### src/rtl/core/ges_pkg.sv
// Shared types, constants and helper functions of the Gaussian elimination solver.
package ges_pkg;

  localparam int MAX_ROWS     = 4;
  localparam int MAX_UNKNOWNS = 4;
  localparam int MAX_RHS      = 2;
  localparam int COLS_MAX     = MAX_UNKNOWNS + MAX_RHS;
  localparam int DEPTH        = MAX_ROWS * COLS_MAX;
  localparam int AW           = $clog2(DEPTH);
  localparam int XS_DEPTH     = (MAX_UNKNOWNS + MAX_RHS) * MAX_UNKNOWNS;
  localparam int XAW          = $clog2(XS_DEPTH);
  localparam int ACC_W        = 36;

  localparam logic [2:0] CFG_ROWS      = 3'd0;
  localparam logic [2:0] CFG_UNKNOWNS  = 3'd1;
  localparam logic [2:0] CFG_RHS       = 3'd2;
  localparam logic [2:0] CFG_THRESHOLD = 3'd3;

  localparam logic [1:0] KIND_STATUS   = 2'd0;
  localparam logic [1:0] KIND_SOLUTION = 2'd1;
  localparam logic [1:0] KIND_BASIS    = 2'd2;

  localparam logic [1:0] STAT_NONE     = 2'd0;
  localparam logic [1:0] STAT_UNIQUE   = 2'd1;
  localparam logic [1:0] STAT_INFINITE = 2'd2;

  localparam logic signed [31:0] Q_ONE   = 32'sh0001_0000;
  localparam logic signed [31:0] SAT_MAX = 32'sh7FFF_FFFF;
  localparam logic signed [31:0] SAT_MIN = 32'sh8000_0000;

  typedef struct packed {
    logic signed [31:0] matrix_value;
    logic               last_element;
  } in_item_t;

  typedef struct packed {
    logic [1:0]         result_kind;
    logic [1:0]         solve_status;
    logic [1:0]         vector_number;
    logic [1:0]         free_unknown;
    logic [1:0]         unknown_index;
    logic signed [31:0] result_value;
    logic               saturated;
    logic               last_result;
  } out_item_t;

  typedef enum logic [2:0] {
    W_IN, W_RD, W_A, W_ZERO, W_DIFF
  } wsel_t;

  typedef enum logic [1:0] {
    X_ZERO, X_ONE, X_QUOT
  } xsel_t;

  typedef struct packed {
    logic          mem_re;
    logic          mem_we;
    logic [AW-1:0] mem_addr;
    wsel_t         wsel;
    logic          piv_ld;
    logic          a_ld;
    logic          f_ld;
    logic          mul_en;
    logic          mul_x;
    logic          q_en;
    logic          acc_clr;
    logic          acc_add;
    logic          num_ld;
    logic          num_rd;
    logic          div_start;
    logic          div_acc;
    logic          x_we;
    xsel_t         xsel;
    logic [XAW-1:0] x_addr;
    logic          sat_clr;
    logic          emit;
    out_item_t     item;
    logic [15:0]   thr;
  } dp_cmd_t;

  typedef struct packed {
    logic rd_zero;
    logic div_done;
  } dp_sts_t;

  function automatic logic [AW-1:0] cell_addr(input logic [2:0] row, input logic [2:0] col,
                                               input logic [2:0] cols);
    logic [5:0] p;
    p = {3'b000, row} * {3'b000, cols} + {3'b000, col};
    return AW'(p);
  endfunction

  function automatic logic [XAW-1:0] x_index(input logic [2:0] slot, input logic [2:0] idx);
    logic [7:0] p;
    p = {5'b00000, slot} * 8'(MAX_UNKNOWNS) + {5'b00000, idx};
    return XAW'(p);
  endfunction

endpackage

### src/rtl/core/ges_ctrl.sv
// Controller: configuration registers and the sequencer for load, elimination and output.
module ges_ctrl (
  input  logic              clk,
  input  logic              rst_n,
  input  logic              start,
  input  logic              last_in,
  output logic              busy,
  input  logic              cfg_valid,
  input  logic [2:0]        cfg_index,
  input  logic [15:0]       cfg_data,
  output ges_pkg::dp_cmd_t  cmd,
  input  ges_pkg::dp_sts_t  sts
);

  typedef enum logic [37:0] {
    S_IDLE   = 38'b1 << 0,  S_INIT   = 38'b1 << 1,  S_ECHK   = 38'b1 << 2,
    S_EPIV   = 38'b1 << 3,  S_SRCH   = 38'b1 << 4,  S_SRCH2  = 38'b1 << 5,
    S_SW1    = 38'b1 << 6,  S_SW2    = 38'b1 << 7,  S_SW3    = 38'b1 << 8,
    S_SW4    = 38'b1 << 9,  S_EREC   = 38'b1 << 10, S_F1     = 38'b1 << 11,
    S_F2     = 38'b1 << 12, S_F3     = 38'b1 << 13, S_C1     = 38'b1 << 14,
    S_C2     = 38'b1 << 15, S_C3     = 38'b1 << 16, S_C4     = 38'b1 << 17,
    S_K1     = 38'b1 << 18, S_K2     = 38'b1 << 19, S_K3     = 38'b1 << 20,
    S_K4     = 38'b1 << 21, S_K5     = 38'b1 << 22, S_RANK   = 38'b1 << 23,
    S_VNEXT  = 38'b1 << 24, S_XINIT  = 38'b1 << 25, S_B1     = 38'b1 << 26,
    S_B2     = 38'b1 << 27, S_B3     = 38'b1 << 28, S_B4     = 38'b1 << 29,
    S_B5     = 38'b1 << 30, S_B6     = 38'b1 << 31, S_B7     = 38'b1 << 32,
    S_B8     = 38'b1 << 33, S_B9     = 38'b1 << 34, S_B10    = 38'b1 << 35,
    S_OSTAT  = 38'b1 << 36, S_OVEC   = 38'b1 << 37
  } state_t;

  state_t state_r, state_nxt;

  logic [2:0]  rows_cfg_r, unk_cfg_r;
  logic [1:0]  rhs_cfg_r;
  logic [15:0] thr_r;

  logic [ges_pkg::AW-1:0] pos_r, pos_nxt;
  logic [2:0] i_r, i_nxt, j_r, j_nxt, k_r, k_nxt, c_r, c_nxt, t_r, t_nxt, r_r, r_nxt;
  logic [2:0] rn_r, rn_nxt, u_r, u_nxt, v_r, v_nxt, slot_r, slot_nxt, nfree_r, nfree_nxt;
  logic [1:0] cb_r, cb_nxt, pc_r, pc_nxt;
  logic       ph_r, ph_nxt, uniq_r, uniq_nxt;
  logic       oph_r, oph_nxt;
  logic [2:0] on_r, on_nxt, oe_r, oe_nxt;
  logic [1:0] pcol_r [ges_pkg::MAX_ROWS];
  logic [1:0] pcol_nxt [ges_pkg::MAX_ROWS];
  logic [ges_pkg::MAX_ROWS-1:0]     pval_r, pval_nxt;
  logic [ges_pkg::MAX_UNKNOWNS-1:0] basic_r, basic_nxt;
  logic [1:0] free_of_r [ges_pkg::MAX_UNKNOWNS];
  logic [1:0] free_of_nxt [ges_pkg::MAX_UNKNOWNS];

  logic [2:0] act_rows, act_unk, act_cols, act_rhs3, row_b;
  logic [1:0] act_rhs;
  logic [2:0] rank;
  logic [2:0] oslot;

  assign act_rows = (rows_cfg_r == 3'd0) ? 3'd1 :
                    ((rows_cfg_r > 3'(ges_pkg::MAX_ROWS)) ? 3'(ges_pkg::MAX_ROWS) : rows_cfg_r);
  assign act_unk  = (unk_cfg_r == 3'd0) ? 3'd1 :
                    ((unk_cfg_r > 3'(ges_pkg::MAX_UNKNOWNS)) ? 3'(ges_pkg::MAX_UNKNOWNS)
                                                            : unk_cfg_r);
  assign act_rhs  = (rhs_cfg_r == 2'd0) ? 2'd1 :
                    ((rhs_cfg_r > 2'(ges_pkg::MAX_RHS)) ? 2'(ges_pkg::MAX_RHS) : rhs_cfg_r);
  assign act_rhs3 = {1'b0, act_rhs};
  assign act_cols = act_unk + act_rhs3;
  assign row_b    = rn_r - 3'd1;
  assign oslot    = oph_r ? nfree_r + on_r : on_r;
  assign busy     = state_r != S_IDLE;

  always_ff @(posedge clk) begin
    if (!rst_n) begin
      rows_cfg_r <= 3'd4;
      unk_cfg_r  <= 3'd4;
      rhs_cfg_r  <= 2'd1;
      thr_r      <= 16'd0;
    end else if (cfg_valid) begin
      case (cfg_index)
        ges_pkg::CFG_ROWS:      rows_cfg_r <= cfg_data[2:0];
        ges_pkg::CFG_UNKNOWNS:  unk_cfg_r  <= cfg_data[2:0];
        ges_pkg::CFG_RHS:       rhs_cfg_r  <= cfg_data[1:0];
        ges_pkg::CFG_THRESHOLD: thr_r      <= cfg_data;
        default: ;
      endcase
    end
  end

  always_comb begin
    state_nxt = state_r;
    pos_nxt = pos_r;
    i_nxt = i_r; j_nxt = j_r; k_nxt = k_r; c_nxt = c_r; t_nxt = t_r; r_nxt = r_r;
    rn_nxt = rn_r; u_nxt = u_r; v_nxt = v_r; slot_nxt = slot_r; nfree_nxt = nfree_r;
    cb_nxt = cb_r; pc_nxt = pc_r; ph_nxt = ph_r; uniq_nxt = uniq_r;
    oph_nxt = oph_r; on_nxt = on_r; oe_nxt = oe_r;
    pcol_nxt = pcol_r; pval_nxt = pval_r; basic_nxt = basic_r; free_of_nxt = free_of_r;
    rank = 3'd0;
    cmd = '0;
    cmd.thr = thr_r;
    cmd.item.solve_status = uniq_r ? ges_pkg::STAT_UNIQUE : ges_pkg::STAT_INFINITE;

    case (state_r)
      S_IDLE: begin
        if (start) begin
          if (32'(pos_r) < ges_pkg::DEPTH) begin
            cmd.mem_we   = 1'b1;
            cmd.wsel     = ges_pkg::W_IN;
            cmd.mem_addr = pos_r;
            pos_nxt      = pos_r + 1'b1;
          end
          if (last_in) begin
            pos_nxt   = '0;
            state_nxt = S_INIT;
          end
        end
      end
      S_INIT: begin
        pval_nxt    = '0;
        basic_nxt   = '0;
        cmd.sat_clr = 1'b1;
        i_nxt = 3'd0;
        j_nxt = 3'd0;
        state_nxt = S_ECHK;
      end
      S_ECHK: begin
        if (i_r < act_rows && j_r < act_unk) begin
          cmd.mem_re   = 1'b1;
          cmd.mem_addr = ges_pkg::cell_addr(i_r, j_r, act_cols);
          state_nxt    = S_EPIV;
        end else begin
          r_nxt     = 3'd0;
          state_nxt = S_K1;
        end
      end
      S_EPIV: begin
        if (!sts.rd_zero) begin
          cmd.piv_ld = 1'b1;
          state_nxt  = S_EREC;
        end else begin
          t_nxt     = i_r + 3'd1;
          state_nxt = S_SRCH;
        end
      end
      S_SRCH: begin
        if (t_r >= act_rows) begin
          j_nxt     = j_r + 3'd1;
          state_nxt = S_ECHK;
        end else begin
          cmd.mem_re   = 1'b1;
          cmd.mem_addr = ges_pkg::cell_addr(t_r, j_r, act_cols);
          state_nxt    = S_SRCH2;
        end
      end
      S_SRCH2: begin
        if (!sts.rd_zero) begin
          cmd.piv_ld = 1'b1;
          c_nxt      = 3'd0;
          state_nxt  = S_SW1;
        end else begin
          t_nxt     = t_r + 3'd1;
          state_nxt = S_SRCH;
        end
      end
      S_SW1: begin
        if (c_r >= act_cols) begin
          state_nxt = S_EREC;
        end else begin
          cmd.mem_re   = 1'b1;
          cmd.mem_addr = ges_pkg::cell_addr(i_r, c_r, act_cols);
          state_nxt    = S_SW2;
        end
      end
      S_SW2: begin
        cmd.a_ld     = 1'b1;
        cmd.mem_re   = 1'b1;
        cmd.mem_addr = ges_pkg::cell_addr(t_r, c_r, act_cols);
        state_nxt    = S_SW3;
      end
      S_SW3: begin
        cmd.mem_we   = 1'b1;
        cmd.wsel     = ges_pkg::W_RD;
        cmd.mem_addr = ges_pkg::cell_addr(i_r, c_r, act_cols);
        state_nxt    = S_SW4;
      end
      S_SW4: begin
        cmd.mem_we   = 1'b1;
        cmd.wsel     = ges_pkg::W_A;
        cmd.mem_addr = ges_pkg::cell_addr(t_r, c_r, act_cols);
        c_nxt        = c_r + 3'd1;
        state_nxt    = S_SW1;
      end
      S_EREC: begin
        pval_nxt[i_r[1:0]] = 1'b1;
        pcol_nxt[i_r[1:0]] = j_r[1:0];
        if (i_r == act_rows - 3'd1) begin
          r_nxt     = 3'd0;
          state_nxt = S_K1;
        end else begin
          k_nxt     = i_r + 3'd1;
          state_nxt = S_F1;
        end
      end
      S_F1: begin
        if (k_r >= act_rows) begin
          if (j_r == act_unk - 3'd1) begin
            r_nxt     = 3'd0;
            state_nxt = S_K1;
          end else begin
            i_nxt     = i_r + 3'd1;
            j_nxt     = j_r + 3'd1;
            state_nxt = S_ECHK;
          end
        end else begin
          cmd.mem_re   = 1'b1;
          cmd.mem_addr = ges_pkg::cell_addr(k_r, j_r, act_cols);
          state_nxt    = S_F2;
        end
      end
      S_F2: begin
        cmd.div_start = 1'b1;
        state_nxt     = S_F3;
      end
      S_F3: begin
        if (sts.div_done) begin
          cmd.f_ld     = 1'b1;
          cmd.mem_we   = 1'b1;
          cmd.wsel     = ges_pkg::W_ZERO;
          cmd.mem_addr = ges_pkg::cell_addr(k_r, j_r, act_cols);
          c_nxt        = j_r + 3'd1;
          state_nxt    = S_C1;
        end
      end
      S_C1: begin
        if (c_r >= act_cols) begin
          k_nxt     = k_r + 3'd1;
          state_nxt = S_F1;
        end else begin
          cmd.mem_re   = 1'b1;
          cmd.mem_addr = ges_pkg::cell_addr(i_r, c_r, act_cols);
          state_nxt    = S_C2;
        end
      end
      S_C2: begin
        // The product takes the pivot-row entry while the target entry is fetched.
        cmd.mul_en   = 1'b1;
        cmd.mem_re   = 1'b1;
        cmd.mem_addr = ges_pkg::cell_addr(k_r, c_r, act_cols);
        state_nxt    = S_C3;
      end
      S_C3: begin
        cmd.q_en  = 1'b1;
        state_nxt = S_C4;
      end
      S_C4: begin
        cmd.mem_we   = 1'b1;
        cmd.wsel     = ges_pkg::W_DIFF;
        cmd.mem_addr = ges_pkg::cell_addr(k_r, c_r, act_cols);
        c_nxt        = c_r + 3'd1;
        state_nxt    = S_C1;
      end
      S_K1: begin
        if (r_r >= act_rows) begin
          state_nxt = S_RANK;
        end else begin
          c_nxt     = 3'd0;
          state_nxt = S_K2;
        end
      end
      S_K2: begin
        if (c_r >= act_unk) begin
          cb_nxt    = 2'd0;
          state_nxt = S_K4;
        end else begin
          cmd.mem_re   = 1'b1;
          cmd.mem_addr = ges_pkg::cell_addr(r_r, c_r, act_cols);
          state_nxt    = S_K3;
        end
      end
      S_K3: begin
        if (!sts.rd_zero) begin
          r_nxt     = r_r + 3'd1;
          state_nxt = S_K1;
        end else begin
          c_nxt     = c_r + 3'd1;
          state_nxt = S_K2;
        end
      end
      S_K4: begin
        if (cb_r >= act_rhs) begin
          r_nxt     = r_r + 3'd1;
          state_nxt = S_K1;
        end else begin
          cmd.mem_re   = 1'b1;
          cmd.mem_addr = ges_pkg::cell_addr(r_r, act_unk + {1'b0, cb_r}, act_cols);
          state_nxt    = S_K5;
        end
      end
      S_K5: begin
        if (!sts.rd_zero) begin
          // A zero coefficient row with a nonzero right-hand side: inconsistent.
          cmd.emit              = 1'b1;
          cmd.item.result_kind  = ges_pkg::KIND_STATUS;
          cmd.item.solve_status = ges_pkg::STAT_NONE;
          cmd.item.last_result  = 1'b1;
          state_nxt             = S_IDLE;
        end else begin
          cb_nxt    = cb_r + 2'd1;
          state_nxt = S_K4;
        end
      end
      S_RANK: begin
        basic_nxt = '0;
        for (int n = 0; n < ges_pkg::MAX_ROWS; n++) begin
          if (pval_r[n]) begin
            basic_nxt[pcol_r[n]] = 1'b1;
            rank = rank + 3'd1;
          end
        end
        uniq_nxt  = (rank == act_unk);
        ph_nxt    = (rank == act_unk);
        u_nxt     = 3'd0;
        cb_nxt    = 2'd0;
        nfree_nxt = 3'd0;
        state_nxt = S_VNEXT;
      end
      S_VNEXT: begin
        if (!ph_r) begin
          if (u_r >= act_unk) begin
            ph_nxt = 1'b1;
          end else if (basic_r[u_r[1:0]]) begin
            u_nxt = u_r + 3'd1;
          end else begin
            free_of_nxt[nfree_r[1:0]] = u_r[1:0];
            slot_nxt  = nfree_r;
            v_nxt     = 3'd0;
            state_nxt = S_XINIT;
          end
        end else begin
          if (cb_r >= act_rhs) begin
            state_nxt = S_OSTAT;
          end else begin
            slot_nxt  = nfree_r + {1'b0, cb_r};
            v_nxt     = 3'd0;
            state_nxt = S_XINIT;
          end
        end
      end
      S_XINIT: begin
        cmd.x_we   = 1'b1;
        cmd.x_addr = ges_pkg::x_index(slot_r, v_r);
        cmd.xsel   = (!ph_r && v_r == u_r) ? ges_pkg::X_ONE : ges_pkg::X_ZERO;
        v_nxt      = v_r + 3'd1;
        if (v_r == 3'(ges_pkg::MAX_UNKNOWNS - 1)) begin
          rn_nxt    = act_rows;
          state_nxt = S_B1;
        end
      end
      S_B1: begin
        if (rn_r == 3'd0) begin
          if (!ph_r) begin
            nfree_nxt = nfree_r + 3'd1;
            u_nxt     = u_r + 3'd1;
          end else begin
            cb_nxt = cb_r + 2'd1;
          end
          state_nxt = S_VNEXT;
        end else if (!pval_r[row_b[1:0]]) begin
          rn_nxt = rn_r - 3'd1;
        end else begin
          pc_nxt      = pcol_r[row_b[1:0]];
          k_nxt       = {1'b0, pcol_r[row_b[1:0]]} + 3'd1;
          cmd.acc_clr = 1'b1;
          state_nxt   = S_B2;
        end
      end
      S_B2: begin
        if (k_r >= act_unk) begin
          state_nxt = S_B6;
        end else begin
          cmd.mem_re   = 1'b1;
          cmd.mem_addr = ges_pkg::cell_addr(row_b, k_r, act_cols);
          state_nxt    = S_B3;
        end
      end
      S_B3: begin
        cmd.mul_en = 1'b1;
        cmd.mul_x  = 1'b1;
        cmd.x_addr = ges_pkg::x_index(slot_r, k_r);
        state_nxt  = S_B4;
      end
      S_B4: begin
        cmd.q_en  = 1'b1;
        state_nxt = S_B5;
      end
      S_B5: begin
        cmd.acc_add = 1'b1;
        k_nxt       = k_r + 3'd1;
        state_nxt   = S_B2;
      end
      S_B6: begin
        if (ph_r) begin
          cmd.mem_re   = 1'b1;
          cmd.mem_addr = ges_pkg::cell_addr(row_b, act_unk + {1'b0, cb_r}, act_cols);
        end
        state_nxt = S_B7;
      end
      S_B7: begin
        // Basis vectors have a zero right-hand side.
        cmd.num_ld   = 1'b1;
        cmd.num_rd   = ph_r;
        cmd.mem_re   = 1'b1;
        cmd.mem_addr = ges_pkg::cell_addr(row_b, {1'b0, pc_r}, act_cols);
        state_nxt    = S_B8;
      end
      S_B8: begin
        cmd.piv_ld = 1'b1;
        state_nxt  = S_B9;
      end
      S_B9: begin
        cmd.div_start = 1'b1;
        cmd.div_acc   = 1'b1;
        state_nxt     = S_B10;
      end
      S_B10: begin
        if (sts.div_done) begin
          cmd.x_we   = 1'b1;
          cmd.xsel   = ges_pkg::X_QUOT;
          cmd.x_addr = ges_pkg::x_index(slot_r, {1'b0, pc_r});
          rn_nxt     = rn_r - 3'd1;
          state_nxt  = S_B1;
        end
      end
      S_OSTAT: begin
        cmd.emit             = 1'b1;
        cmd.item.result_kind = ges_pkg::KIND_STATUS;
        oph_nxt   = (nfree_r == 3'd0);
        on_nxt    = 3'd0;
        oe_nxt    = 3'd0;
        state_nxt = S_OVEC;
      end
      S_OVEC: begin
        cmd.emit               = 1'b1;
        cmd.x_addr             = ges_pkg::x_index(oslot, oe_r);
        cmd.item.result_kind   = oph_r ? ges_pkg::KIND_SOLUTION : ges_pkg::KIND_BASIS;
        cmd.item.vector_number = on_r[1:0];
        cmd.item.free_unknown  = oph_r ? 2'd0 : free_of_r[on_r[1:0]];
        cmd.item.unknown_index = oe_r[1:0];
        cmd.item.last_result   = oph_r && on_r == act_rhs3 - 3'd1 && oe_r == act_unk - 3'd1;
        if (oe_r == act_unk - 3'd1) begin
          oe_nxt = 3'd0;
          if (!oph_r && on_r == nfree_r - 3'd1) begin
            oph_nxt = 1'b1;
            on_nxt  = 3'd0;
          end else if (oph_r && on_r == act_rhs3 - 3'd1) begin
            state_nxt = S_IDLE;
          end else begin
            on_nxt = on_r + 3'd1;
          end
        end else begin
          oe_nxt = oe_r + 3'd1;
        end
      end
      default: state_nxt = S_IDLE;
    endcase
  end

  always_ff @(posedge clk) begin
    if (!rst_n) begin
      state_r <= S_IDLE;
      pos_r   <= '0;
      pval_r  <= '0;
      basic_r <= '0;
    end else begin
      state_r <= state_nxt;
      pos_r   <= pos_nxt;
      pval_r  <= pval_nxt;
      basic_r <= basic_nxt;
    end
    i_r <= i_nxt; j_r <= j_nxt; k_r <= k_nxt; c_r <= c_nxt; t_r <= t_nxt; r_r <= r_nxt;
    rn_r <= rn_nxt; u_r <= u_nxt; v_r <= v_nxt; slot_r <= slot_nxt; nfree_r <= nfree_nxt;
    cb_r <= cb_nxt; pc_r <= pc_nxt; ph_r <= ph_nxt; uniq_r <= uniq_nxt;
    oph_r <= oph_nxt; on_r <= on_nxt; oe_r <= oe_nxt;
    pcol_r <= pcol_nxt;
    free_of_r <= free_of_nxt;
  end

endmodule

### config.mk
export PLATFORM = sky130hd
export DESIGN_NAME = ges_ctrl
export DESIGN_NICKNAME = d
export VERILOG_FILES = /design/src/rtl/core/ges_pkg.sv /design/src/rtl/core/ges_ctrl.sv
export SDC_FILE = /design/constraint.sdc
export NUM_CORES = 1
export LEC_CHECK = 0
export ABC_AREA = 1
export BUFFER_PORTS_ARGS = -buffer_cell sky130_fd_sc_hd__buf_2
export CAP_MARGIN = 30
export CORE_MARGIN = 2
export CORE_UTILIZATION = 46
export CTS_BUF_LIST = sky130_fd_sc_hd__clkbuf_4
export DETAILED_ROUTE_END_ITERATION = 10
export PLACE_DENSITY = 0.67
export SLEW_MARGIN = 20
export SYNTH_ARGS = -nofsm -noshare
export SYNTH_HDL_FRONTEND = slang
export SYNTH_SLANG_ARGS = --single-unit
### constraint.sdc
create_clock -name clk -period 4.7 [get_ports clk]
set_input_delay 0.94 -clock clk [delete_from_list [all_inputs] [get_ports clk]]
set_output_delay 0.94 -clock clk [all_outputs]
set_load 0.05 [all_outputs]
==> impl_metrics.csv <==
group,metric,value,unit
detailed_routing,highest_layer,"met4",
sta,layout_min_cycle_time,5.35,ns
worst_setup_path,crit_chain,"inv_2 > o21ai_2 > inv_2 > ha_4 > fa_2 > xor2_2 > inv_2 > buf_12 > nor2_4 > fa_1 > ha_4 > fa_2 > inv_1 > a21oi_2 > xnor2_2 > nor2_1 > nor2_1 > nand3_2 > nor2_2 > nand2_2 > buf_8",
floorplan,ioPinCount,119,
worst_setup_path,crit_path_end_kind,"output port",
pwr,netSwitchingFraction,44.1,%
clock_tree,htree_levels,4,
sta,grt_setup_unrepaired,"yes",
floorplan,die_y,162,µm
synth,synth_ff_type,"dfxtp_1",
pwr,clockPowerShare,22.0,%
sta,slew_headroom,43.9,%
global_routing,grt_pass1_wl,54400,µm
floorplan,core_area,24500,µm²
synth,yosysMostFrequentCell,"nand2_1",
final_layout,seq_area,3350,µm²
sta,fin_ws,-0.645,ns
floorplan,die_x,162,µm
clock_tree,clock_latency,0.59,ns
pwr,comb_power_share,43.8,%
global_routing,grt_max_degree,40,
worst_setup_path,cp-start-kind,"flip-flop",
run_status,outcome,"complete, but fails checks",
detailed_routing,wl_met1,15600,µm
place,gp_congestion,0.950,
detailed_routing,vias_per_cell,5.22,
final_layout,fillers,2332,
clock_tree,cts_tree,"yes",
clock_tree,cts_made_buffers,17,
final_layout,areaGrowthSynthToFinish,16.9,%
synth,synth_top_area_share,16.2,%
sta,timing.final.crit_share,114,%
worst_setup_path,worstSetupPathType,"reg2out",
worst_setup_path,cp.required,3.76,ns
worst_hold_path,hp-class,"reg2reg",
synth,synth_cell_type_count,61,
flow_run,maxCapViolCount,0,
sta,fmax,187,MHz
pwr,seqPwrFrac,34.2,%
worst_setup_path,crit_fanout,5,
clock_tree,cts_max_path_buffers,2,
detailed_routing,ant_nets,0,
synth,yosys_warnings,0,
global_routing,grt_pass1_vias,10200,
floorplan,start_util,47.1,%
sta,finalClockSkew,0.0246,ns
worst_setup_path,timing.rr.start,"unk_cfg_r[1]$_SDFFE_PN0P_",
synth,synth_common_cells,"nand2_1, inv_1, nor2_1",
clock_tree,clock_sinks,136,
synth,syn_area,11500,µm²
pwr,peakVddDrop,0.164,mV
detailed_routing,dr_wl_met3,2700,µm
sta,finalHoldViolations,0,
sta,tightest_slew,0.842,ns
synth,ys_seq_area_share,29.0,%
worst_hold_path,hold_start,"thr_r[12]$_SDFFE_PN0P_",
worst_setup_path,crit_start,"unk_cfg_r[1]$_SDFFE_PN0P_",
sta,fin_setup_tns,-1.82,ns
worst_setup_path,critPathSlowestCell,"fa_2",
final_layout,finalNetCount,1893,
synth,synth_top_area_cell,"edfxtp_1",
detailed_routing,vias,10800,
detailed_routing,drt-total-wl,35100,µm
synth,syn_avg_cell_area,7.22,µm²
pwr,switchingPower,1.74,mW
detailed_routing,initialDrtViolationCount,978,
worst_setup_path,slowest_delay,0.52,ns
synth,synthesis.instances,1594,
sta,slew_violations,0,
synth,ys_ff_latch,136,
detailed_routing,drtPass1Iterations,6,
pwr,cellPowerDensity,293,nW/µm²
place,hpwl,28000,µm
global_routing,antenna_found_initial,1,
global_routing,grt_usage,26.8,%
synth,synth.area.top_cells,"edfxtp_1, dfxtp_1, ha_1",
synth,synth-async-reset-ratio,0,%
global_routing,grt-ovfl-total,0,
synth,synth-edff-count,62,
floorplan,rows,57,
worst_setup_path,worstPathArrival,4.41,ns
final_layout,multi_input_area,7320,µm²
detailed_routing,wl_per_cell,16.9,µm
run_status,violations,"setup timing",
detailed_routing,wl_met2,15800,µm
clock_tree,clkSlewWorstSetupHoldPaths,0.13,ns
pwr,power.leakage,6.95,nW
sta,setup_viol,4,
clock_tree,hold_buffers,0,
final_layout,drive_above_1_share,18.6,%
clock_tree,cts_root_buf,"clkbuf_4",
place,portBuffers,85,
detailed_routing,drc,0,
worst_setup_path,critPathMostFrequentCell,"inv_2",
final_layout,final_util,55.0,%
floorplan,dieArea,26300,µm²
pwr,internal_power,2.21,mW
metal layers:
metal | global-route usage, % | up-vias
met4 | 9.09 | 0
li1 | - | 5346
met2 | 42.7 | 401
met1 | 36.2 | 5006
met5 | 0 | -
met3 | 5.80 | 72
state kept, by name, indices dropped and copies added, names as in the netlist, 4 cells and up:
signal,flops
pcol_r,8
thr_r,16
state_r,38
basic_r,4
free_of_r,8
pos_r,5
pval_r,4
path summary, 6_finish.rpt:
check	end	slack (ns)	cells after the start
setup / recovery	cmd[89]	-0.65	21
hold / removal	thr_r[12]$_SDFFE_PN0P_	0.45	2
setup reg to reg	k_r[2]$_DFFE_PP_	1.40	16
hold reg to reg	thr_r[12]$_SDFFE_PN0P_	0.45	2
worst max-delay path: cells and delay by family (launching register included):
family	cells	cell delay, ns
buffers and inverters	6	0.54
XOR/XNOR	2	0.35
AO/OA/AOI/OAI	2	0.32
AND/OR/NAND/NOR	6	0.57
adder cells (fa/ha/maj)	5	1.70
flip-flops	1	0.34
timing repair:
| action | 4_1_cts | 5_1_grt |
|---|---|---|
| hold endpoints to repair | 0 | 0 |
| cloned | 1 | 0 |
| endpoints found under the setup margin | 6 | 6 |
| pin swaps | 29 | 43 |
| buffers inserted | 8 | 4 |
| resized for setup | 57 | 48 |
cell type report:
type / instances / share of cell area, %
multi-input combinational: 1143 / 54.4
sequential: 136 / 24.9
inverter: 292 / 8.21
timing repair buffer: 145 / 7.33
tap: 324 / 3.01
clock inverter: 14 / 1.18
clock buffer: 18 / 1.00
antenna: 2 / 0.0372
cells in the final DEF (no fill, tap or decap), types with 5 or more instances in the layout:
master	n
inv_6	5
nand2_4	6
inv_1	273
ha_1	94
nand3_1	84
nand2_1	294
buf_2	80
o22ai_1	8
xor2_1	22
o211ai_1	10
xnor2_2	8
clkbuf_4	18
or2_2	6
o21ai_1	8
a21oi_1	69
a21oi_2	6
nand4_1	22
ha_4	12
fa_2	6
conb_1	33
dfxtp_1	72
nor2_4	16
nand2_2	16
nor3_1	21
nor2_2	20
inv_2	15
a31oi_1	7
buf_6	11
edfxtp_1	62
nor2_1	195
nor4_1	6
fa_1	18
buf_4	50
xnor2_1	20
o21ai_0	70
cell families after synthesis:
| logic type | share of synthesized area [%] |
|---|---|
| AOI/OAI and AO/OA | 10.0 |
| xor gates and xnor gates | 4.17 |
| adders and majority gates | 15.9 |
| buffers and inverters | 12.6 |
| DFF | 29.0 |
| muxes | 0.0978 |
| other | 0.0326 |
| and+or+nand+nor | 28.1 |
stage by stage:
step	area (µm²)	worst slack (ns)	hold slack [ns]	power [mW]	instances
final	13500	-0.645	0.451	3.95	2074
after global routing	13500	-0.875	0.481	4.18	2074
after CTS	13200	-0.647	0.453	3.88	2069
after detailed placement	12600	-0.190	0.434	2.98	2029
after global placement	12600	-0.119	0.427	2.95	2027
after floorplan	11700	-0.0345	0.430	2.59	1626
power groups by stage:
stage / logic [mW] / registers [mW] / clock network, mW
after global placement: 1.58 / 1.37 / 0
after global routing: 1.90 / 1.36 / 0.923
after CTS: 1.66 / 1.35 / 0.876
after detailed placement: 1.61 / 1.37 / 0
after floorplan: 1.21 / 1.38 / 0
final: 1.73 / 1.35 / 0.866
Note: power is estimated with default switching activity, not from simulation.
